==> config.mk <==
export PLATFORM = sky130hd
export DESIGN_NAME = length_prefix_deframer
export DESIGN_NICKNAME = d
export VERILOG_FILES = /design/src/hdl/lpd_pkg.sv /design/src/hdl/lpd_in_reg.sv /design/src/hdl/lpd_framer.sv /design/src/hdl/lpd_out_reg.sv /design/src/hdl/length_prefix_deframer.sv
export SDC_FILE = /design/constraint.sdc
export NUM_CORES = 1
export LEC_CHECK = 0
export ABC_CLOCK_PERIOD_IN_PS = 4600
export BUFFER_PORTS_ARGS = -buffer_cell sky130_fd_sc_hd__buf_2
export CORE_MARGIN = 2
export CORE_UTILIZATION = 50
export CTS_CLUSTER_DIAMETER = 80
export DETAILED_ROUTE_END_ITERATION = 10
export MAX_ROUTING_LAYER = met4
export PLACE_DENSITY = 0.74
export SLEW_MARGIN = 10
export SYNTH_ARGS = -nofsm -noshare
export SYNTH_HDL_FRONTEND = slang
export SYNTH_SLANG_ARGS = --single-unit
==> constraint.sdc <==
create_clock -name clk -period 4.6 [get_ports clk]
set_input_delay 0.23 -clock clk [delete_from_list [all_inputs] [get_ports clk]]
set_output_delay 0.23 -clock clk [all_outputs]
set_load 0.05 [all_outputs]
==> src/hdl/lpd_pkg.sv <==
// Package for the length-prefix deframer.
// Holds the length width, prefix mode codes and the result record type.
// No dependencies.
`timescale 1ns / 1ps
`default_nettype none

package lpd_pkg;

  // Width kept from an assembled length (16 to 32)
  localparam int LENGTH_BITS = 32;
  // Prefix bytes are assembled into a full four-byte word
  localparam int ACCUM_BITS  = 32;

  typedef enum logic [1:0] {
    MODE_RAW    = 2'd0,
    MODE_PFX2   = 2'd1,
    MODE_PFX4   = 2'd2,
    MODE_UNUSED = 2'd3
  } prefix_mode_t;

  // Prefix sizes as length values
  localparam logic [LENGTH_BITS-1:0] PSIZE2 = LENGTH_BITS'(2);
  localparam logic [LENGTH_BITS-1:0] PSIZE4 = LENGTH_BITS'(4);

  // One result item
  typedef struct packed {
    logic [7:0] data_byte;
    logic       frame_last;
    logic       empty_frame;
    logic       length_error;
  } result_t;

endpackage

`default_nettype wire

==> src/hdl/lpd_in_reg.sv <==
// Input register stage of the length-prefix deframer.
// Captures one byte per transfer and holds it while the next stage is busy.
// Depends on nothing but the downstream advance signal.
`timescale 1ns / 1ps
`default_nettype none

module lpd_in_reg (
  input  wire logic       clk,
  input  wire logic       rst,
  input  wire logic       in_valid,
  output logic            in_stall,
  input  wire logic [7:0] in_byte,
  input  wire logic       advance,
  output logic            held_valid,
  output logic [7:0]      held_byte
);

  logic held_valid_next;

  // Stall only while a held byte cannot move on
  assign in_stall        = held_valid && !advance;
  assign held_valid_next = in_stall ? held_valid : in_valid;

  // Hold control state
  always_ff @(posedge clk) begin
    if (rst) begin
      held_valid <= 1'b0;
    end else begin
      held_valid <= held_valid_next;
    end
  end

  // Capture payload on each input transfer
  always_ff @(posedge clk) begin
    if (in_valid && !in_stall) begin
      held_byte <= in_byte;
    end
  end

endmodule

`default_nettype wire

==> src/hdl/lpd_framer.sv <==
// Framing state and decode logic of the length-prefix deframer.
// Holds the mode register, prefix assembly and body countdown.
// Depends on lpd_pkg.
`timescale 1ns / 1ps
`default_nettype none

module lpd_framer (
  input  wire logic            clk,
  input  wire logic            rst,
  input  wire logic            cfg_write_en,
  input  wire logic [1:0]      cfg_mode,
  input  wire logic            step,
  input  wire logic [7:0]      step_byte,
  output logic                 res_valid,
  output lpd_pkg::result_t     res
);
  import lpd_pkg::*;

  logic [1:0]             prefix_mode;
  logic                   in_body;
  logic [1:0]             prefix_count;
  logic [ACCUM_BITS-1:0]  length_accum;
  logic [LENGTH_BITS-1:0] bytes_remaining;

  logic                   in_body_next;
  logic [1:0]             prefix_count_next;
  logic [ACCUM_BITS-1:0]  length_accum_next;
  logic [LENGTH_BITS-1:0] bytes_remaining_next;

  logic                   framed;
  logic [LENGTH_BITS-1:0] psize;
  logic [1:0]             count_inc;
  logic                   prefix_done;
  logic [ACCUM_BITS-1:0]  accum_merged;
  logic [LENGTH_BITS-1:0] frame_len;
  logic [LENGTH_BITS-1:0] rem_dec;

  // Decode mode into prefix size
  always_comb begin
    framed = 1'b1;
    psize  = PSIZE2;
    unique case (prefix_mode)
      MODE_PFX2: psize = PSIZE2;
      MODE_PFX4: psize = PSIZE4;
      default:   framed = 1'b0;
    endcase
  end

  // Merge the incoming byte into the little-endian length
  always_comb begin
    accum_merged = length_accum;
    unique case (prefix_count)
      2'd0: accum_merged[7:0]   = length_accum[7:0]   | step_byte;
      2'd1: accum_merged[15:8]  = length_accum[15:8]  | step_byte;
      2'd2: accum_merged[23:16] = length_accum[23:16] | step_byte;
      default: accum_merged[31:24] = length_accum[31:24] | step_byte;
    endcase
  end

  assign count_inc   = prefix_count + 2'd1;
  assign prefix_done = (prefix_mode == MODE_PFX2) ? (count_inc == 2'd2)
                                                   : (count_inc == 2'd0);
  assign frame_len   = accum_merged[LENGTH_BITS-1:0];
  assign rem_dec     = bytes_remaining - LENGTH_BITS'(1);

  // Work out the result and next framing state for one byte
  always_comb begin
    in_body_next         = in_body;
    prefix_count_next    = prefix_count;
    length_accum_next    = length_accum;
    bytes_remaining_next = bytes_remaining;
    res_valid            = 1'b0;
    res                  = '0;
    if (step) begin
      if (!framed) begin
        res_valid     = 1'b1;
        res.data_byte = step_byte;
      end else if (in_body) begin
        bytes_remaining_next = rem_dec;
        res_valid            = 1'b1;
        res.data_byte        = step_byte;
        if (rem_dec == '0) begin
          in_body_next   = 1'b0;
          res.frame_last = 1'b1;
        end
      end else if (!prefix_done) begin
        length_accum_next = accum_merged;
        prefix_count_next = count_inc;
      end else begin
        length_accum_next = '0;
        prefix_count_next = 2'd0;
        if (frame_len < psize) begin
          res_valid        = 1'b1;
          res.length_error = 1'b1;
        end else if (frame_len == psize) begin
          res_valid       = 1'b1;
          res.empty_frame = 1'b1;
        end else begin
          bytes_remaining_next = frame_len - psize;
          in_body_next         = 1'b1;
        end
      end
    end
  end

  // Hold mode and framing state; a mode write restarts framing
  always_ff @(posedge clk) begin
    if (rst) begin
      prefix_mode     <= MODE_RAW;
      in_body         <= 1'b0;
      prefix_count    <= 2'd0;
      length_accum    <= '0;
      bytes_remaining <= '0;
    end else if (cfg_write_en) begin
      prefix_mode     <= cfg_mode;
      in_body         <= 1'b0;
      prefix_count    <= 2'd0;
      length_accum    <= '0;
      bytes_remaining <= '0;
    end else begin
      in_body         <= in_body_next;
      prefix_count    <= prefix_count_next;
      length_accum    <= length_accum_next;
      bytes_remaining <= bytes_remaining_next;
    end
  end

endmodule

`default_nettype wire

==> src/hdl/lpd_out_reg.sv <==
// Output register stage of the length-prefix deframer.
// Holds one result until the receiver takes it; tells the input stage when to advance.
// Depends on lpd_pkg.
`timescale 1ns / 1ps
`default_nettype none

module lpd_out_reg (
  input  wire logic              clk,
  input  wire logic              rst,
  input  wire logic              res_valid,
  input  wire lpd_pkg::result_t  res,
  output logic                   advance,
  output logic                   out_valid,
  input  wire logic              out_stall,
  output lpd_pkg::result_t       out_res
);
  import lpd_pkg::*;

  logic load;
  logic out_valid_next;

  // Advance when the register is empty or being drained this cycle
  assign advance = !out_valid || !out_stall;
  assign load    = advance && res_valid;

  always_comb begin
    out_valid_next = out_valid;
    if (load) begin
      out_valid_next = 1'b1;
    end else if (advance) begin
      out_valid_next = 1'b0;
    end
  end

  // Hold control state
  always_ff @(posedge clk) begin
    if (rst) begin
      out_valid <= 1'b0;
    end else begin
      out_valid <= out_valid_next;
    end
  end

  // Capture result payload
  always_ff @(posedge clk) begin
    if (load) begin
      out_res <= res;
    end
  end

endmodule

`default_nettype wire

==> src/hdl/length_prefix_deframer.sv <==
// Length-prefix deframer: splits a byte stream into little-endian length-prefixed frames.
// Top level over lpd_in_reg, lpd_framer and lpd_out_reg; uses lpd_pkg.
//
// Usage:
//   Input channel (in_valid / in_stall / in_byte) takes one stream byte per transfer.
//   Output channel (out_valid / out_stall) delivers data_byte with frame_last,
//   empty_frame and length_error flags. Prefix bytes that do not finish a frame
//   header, and a header that opens a non-empty body, deliver nothing.
//   prefix_mode is written with cfg_write_en while the block is idle: 0 raw
//   passthrough, 1 two-byte prefix, 2 four-byte prefix, 3 acts as raw. Any write
//   restarts framing at a prefix.
// Timing:
//   One byte accepted per cycle while in_stall is low. An accepted byte goes through
//   the input register, one pass of framing logic and the output register before
//   its result reaches the output channel.
// Reset (rst, synchronous): raw mode, framing cleared, both stages empty.
// Stall: a result waits in the output register; one more byte is held in the
//   input register, after which in_stall rises until the receiver takes the result.
`timescale 1ns / 1ps
`default_nettype none

module length_prefix_deframer (
  input  wire logic       clk,
  input  wire logic       rst,
  input  wire logic       cfg_write_en,
  input  wire logic [1:0] prefix_mode,
  input  wire logic       in_valid,
  output logic            in_stall,
  input  wire logic [7:0] in_byte,
  output logic            out_valid,
  input  wire logic       out_stall,
  output logic [7:0]      data_byte,
  output logic            frame_last,
  output logic            empty_frame,
  output logic            length_error
);
  import lpd_pkg::*;

  logic       advance;
  logic       held_valid;
  logic [7:0] held_byte;
  logic       res_valid;
  result_t    res;
  result_t    out_res;

  lpd_in_reg u_in_reg (
    .clk        (clk),
    .rst        (rst),
    .in_valid   (in_valid),
    .in_stall   (in_stall),
    .in_byte    (in_byte),
    .advance    (advance),
    .held_valid (held_valid),
    .held_byte  (held_byte)
  );

  lpd_framer u_framer (
    .clk          (clk),
    .rst          (rst),
    .cfg_write_en (cfg_write_en),
    .cfg_mode     (prefix_mode),
    .step         (held_valid && advance),
    .step_byte    (held_byte),
    .res_valid    (res_valid),
    .res          (res)
  );

  lpd_out_reg u_out_reg (
    .clk       (clk),
    .rst       (rst),
    .res_valid (res_valid),
    .res       (res),
    .advance   (advance),
    .out_valid (out_valid),
    .out_stall (out_stall),
    .out_res   (out_res)
  );

  // Split the result record onto the ports
  assign data_byte    = out_res.data_byte;
  assign frame_last   = out_res.frame_last;
  assign empty_frame  = out_res.empty_frame;
  assign length_error = out_res.length_error;

  // Input backs up only behind a full, stalled output register
  a_stall_cause: assert property (@(posedge clk) disable iff (rst)
    in_stall |-> (out_valid && out_stall))
    else $error("input stalled without a stalled result");

  // A result carries at most one marker flag
  a_one_flag: assert property (@(posedge clk) disable iff (rst)
    out_valid |-> ($countones({frame_last, empty_frame, length_error}) <= 1))
    else $error("more than one marker flag set");

  // Marker-only results carry a zero data byte
  a_marker_zero: assert property (@(posedge clk) disable iff (rst)
    (out_valid && (empty_frame || length_error)) |-> (data_byte == 8'd0))
    else $error("marker result with nonzero data");

endmodule

`default_nettype wire
==> out/results.md <==
* final WL: 15,790 um
* placed wire-length estimate: 11,130 um
* Total Nets Final: 739
* path class of the lowest-slack min-delay path: in2reg
* count of warnings emitted by yosys: 0
* max-cap viol count: 0
* share of synthesized registers carrying an async set or reset: 0%
* top cells by count, synth: sky130_fd_sc_hd__a21oi_1 (96), sky130_fd_sc_hd__nor2_1 (83), sky130_fd_sc_hd__dfxtp_1 (71), sky130_fd_sc_hd__nand2_1 (53), sky130_fd_sc_hd__o21ai_0 (45)
* CTS tree: done
* area share of xor/xnor cells in the synthesized design: 5.026%
* aggregate global routing overflow: 0
* initial standard-cell utilization of the core: 51.44%
* fmax: 259.2 MHz
* timing startpoint of the critical path: u_framer.prefix_count[0]
* count of clock tree sinks: 90
* maximum clock skew at final layout: 0.01084 ns
* number of placed instances, taps included: 833
* Leak: 2.318 nW
* share of cell area taken by muxes after synthesis: 1.638%
* Clock Root Buffer: sky130_fd_sc_hd__clkbuf_8
* count of cell types in the netlist: 72
* post-synthesis register bit count: 90
* area of the mapped netlist: 5577 um2
* Final Hold Vio Count: 0
* width of the chip: 109.6 um
* die height: 109.6 um
* layout cells sized above 1: 10.61%
* RSZ-0062 raised after global routing: false
* antenna violations before repair: 0
* full die area: 12,010 um2
* number of failing setup endpoints in the final timing report: 0
* Vias: 5,315
* final slew viol count: 0
* vias per cell: 6.209
* endpoint type of the worst setup path: register
* reg2reg start: u_framer.prefix_count[0]
* area inside the core boundary: 10,840 um2
* first-pass GRT wire length: 25,210 um
* crit path kind: reg2reg
* number of flops mapped to enable cells by yosys: 19
* drt pass-1 iters: 5
* pwr dens: 249.5 nW/um2
* capturing point of the worst reg2reg path: u_framer.bytes_remaining[23]
* startpoint of the lowest-slack hold path: in_byte[6]
* setup slack, reg-to-reg: 0.74 ns
* clock-pin slew reported for the worst setup and hold paths after clock tree synthesis: 0.10 ns
* largest fanout on the critical path: 15
* WL/cell: 18.44 um
* fraction of the mapped netlist area in compound gates: 22.28%
* Placement Rows: 38
* largest cells by area after synthesis: sky130_fd_sc_hd__dfxtp_1 (25%), sky130_fd_sc_hd__edfxtp_1 (10%), sky130_fd_sc_hd__a21oi_1 (8.6%)
* buffer levels on the longest clock path: 2
* vias in the first global route: 4,830
* Arrival @ worst endpoint: 4.16 ns
* share of synthesized cell area in full adder, half adder and majority cells: 3.051%
* measured slew at the worst slew-check pin: 1.064 ns
* required time at the worst-slack endpoint: 4.90 ns
* dominant cell by count in the synthesized netlist: sky130_fd_sc_hd__a21oi_1
* area growth from synthesis to final layout: 7.853%
* H-tree levels: 3
* Rel. slew slack: 28.87%
* TritonCTS buffer count: 9
* overall fraction of global-route tracks in use: 28.29%
* IO Pins: 28
* post-synth top area share: 25.49%
* library cell occupying the most area in the post-synthesis netlist: sky130_fd_sc_hd__dfxtp_1
* gpl congestion: 1.009
* fin crit period: 3.859 ns
* number of instances in the synthesized netlist: 706
* crit path launch type: register
* share of the yosys chip area belonging to registers: 35.72%
* maximum number of pins on one net before global-route repair: 67
* number of gates resized after CTS: 0
* Final Instance Count excl. Fillers: 856
* maximum VDD drop: 247.1 uV
* top_reg_cell synth: sky130_fd_sc_hd__dfxtp_1
* drt drc: 0
* final clock period utilization by the worst path: 83.88%
* status: finished clean
* number of diodes added for antenna fixing: 0
* dominant combinational cell family by area after synthesis: simple AND/OR/NAND/NOR gates
* Synth Area in Simple Gates: 27.98%
* path depth of the worst reg2reg path: 13
* first-iteration detailed-routing DRC count: 464
* timing endpoint of the critical path: u_framer.bytes_remaining[23]
* count of antenna-violating nets left after detailed routing: 0
* clock latency of the later-clocked register in the worst-skew pair: 0.39 ns
* Total Negative Setup Slacks: 0 ns
* Syn Nets: 734
* Port-buffer cells: 27
* mean instance size in the synthesized netlist: 7.899 um2
[logic make-up after synthesis]
| logic type | count (synthesis) |
|---|---|
| fa+ha+maj | 13 |
| mux | 9 |
| compound gates | 207 |
| buf+inv | 58 |
| xor+xnor | 32 |
| flops | 90 |
| simple gates | 297 |
[critical path: stages, from the launching register on]
cell and delay [ns]:
sky130_fd_sc_hd__dfxtp_1 0.48, sky130_fd_sc_hd__inv_1 0.11, sky130_fd_sc_hd__ha_1 0.36, sky130_fd_sc_hd__a21oi_1 0.22
sky130_fd_sc_hd__ha_1 0.19, sky130_fd_sc_hd__inv_1 0.06, sky130_fd_sc_hd__fa_1 0.41, sky130_fd_sc_hd__nor2_1 0.14
sky130_fd_sc_hd__nand4_2 0.25, sky130_fd_sc_hd__or4_1 0.68, sky130_fd_sc_hd__or4_1 0.45, sky130_fd_sc_hd__nand3_1 0.10
sky130_fd_sc_hd__a31oi_1 0.09, sky130_fd_sc_hd__o221a_1 0.22
[repair_timing]
| action | in CTS | in global routing |
|---|---|---|
| hold buffers | 5 | 2 |
| buffers inserted | 0 | 0 |
| setup endpoints to repair | 0 | 0 |
| hold endpoints to repair | 5 | 2 |
[layout make-up]
type,count,area [um2]
fill,1027,4826
timing repair buffer,42,277.8
inverter,10,37.54
tap,140,175.2
clock buffer,9,123.9
sequential,90,1993
clock inverter,7,58.81
multi-input combinational,558,3348
[layout by cell type (no fill, tap or decap), types with 11 or more instances in the layout]
master / netlist / final
sky130_fd_sc_hd__a21oi_1: 96 / 96
sky130_fd_sc_hd__and2_1: 16 / 16
sky130_fd_sc_hd__buf_2: 9 / 27
sky130_fd_sc_hd__dfxtp_1: 71 / 70
sky130_fd_sc_hd__edfxtp_1: 19 / 19
sky130_fd_sc_hd__ha_1: 12 / 12
sky130_fd_sc_hd__nand2_1: 53 / 53
sky130_fd_sc_hd__nand3_1: 21 / 21
sky130_fd_sc_hd__nand4_1: 11 / 11
sky130_fd_sc_hd__nor2_1: 83 / 83
sky130_fd_sc_hd__nor3_1: 40 / 40
sky130_fd_sc_hd__o21ai_0: 45 / 45
sky130_fd_sc_hd__or3_1: 11 / 11
sky130_fd_sc_hd__xnor2_1: 21 / 21
sky130_fd_sc_hd__xor2_1: 11 / 11
[where the power goes]
part	internal [mW]	switching (mW)	total [mW]
clock	0.207	0.325	0.532
combinational	0.0471	0.0919	0.139
sequential	0.817	0.0132	0.830
[stage by stage]
| stage | instance area [um2] | setup WS (ns) | hold slack, ns | power [mW] | util (%) |
|---|---|---|---|---|---|
| final | 6015 | 0.7414 | 0.02001 | 1.501 | 55.48 |
| after global routing | 6015 | 0.4445 | 0.006119 | 1.545 | 55.48 |
| after CTS | 5995 | 0.7759 | 0.0005197 | 1.507 | 55.30 |
| after detailed placement | 5762 | 0.8036 | 0.4083 | 0.9800 | 53.15 |
| after global placement | 5762 | 0.9838 | 0.4066 | 0.9768 | 53.15 |
| after floorplan | 5577 | 1.095 | 0.2991 | 0.9351 | - |
[state kept, by name, summed over array words and instances, names as in the netlist]
name                      cells
u_framer.prefix_count         2
u_framer.prefix_mode          2
u_in_reg.held_valid           1
u_framer.in_body              1
u_framer.bytes_remaining     32
u_framer.length_accum        32
u_out_reg.out_res            11
u_out_reg.out_valid           1
u_in_reg.held_byte            8
[per-layer routing]
| metal | vias to the layer above | part of all wire [%] | global-route usage (%) |
|---|---|---|---|
| met1 | 2505 | 46 | 38.79 |
| met2 | 206 | 45 | 42.28 |
| met3 | 21 | 7.5 | 5.098 |
| met4 | 0 | 1.8 | 9.313 |
| li1 | 2583 | - | - |
| met5 | - | 0 | - |
[worst min path at each step]
stage                             to  slack [ns]  cells past startpoint
3_5_place_dp   u_in_reg.held_byte[3]        0.41                      1
2_1_floorplan    u_out_reg.out_valid        0.30                      1
3_3_place_gp   u_in_reg.held_byte[4]        0.41                      1
5_1_grt        u_in_reg.held_byte[6]       0.006                      1
4_1_cts        u_in_reg.held_byte[4]      0.0005                      1
6_report       u_in_reg.held_byte[6]        0.02                      1
Power figures use the tool's default switching activity.
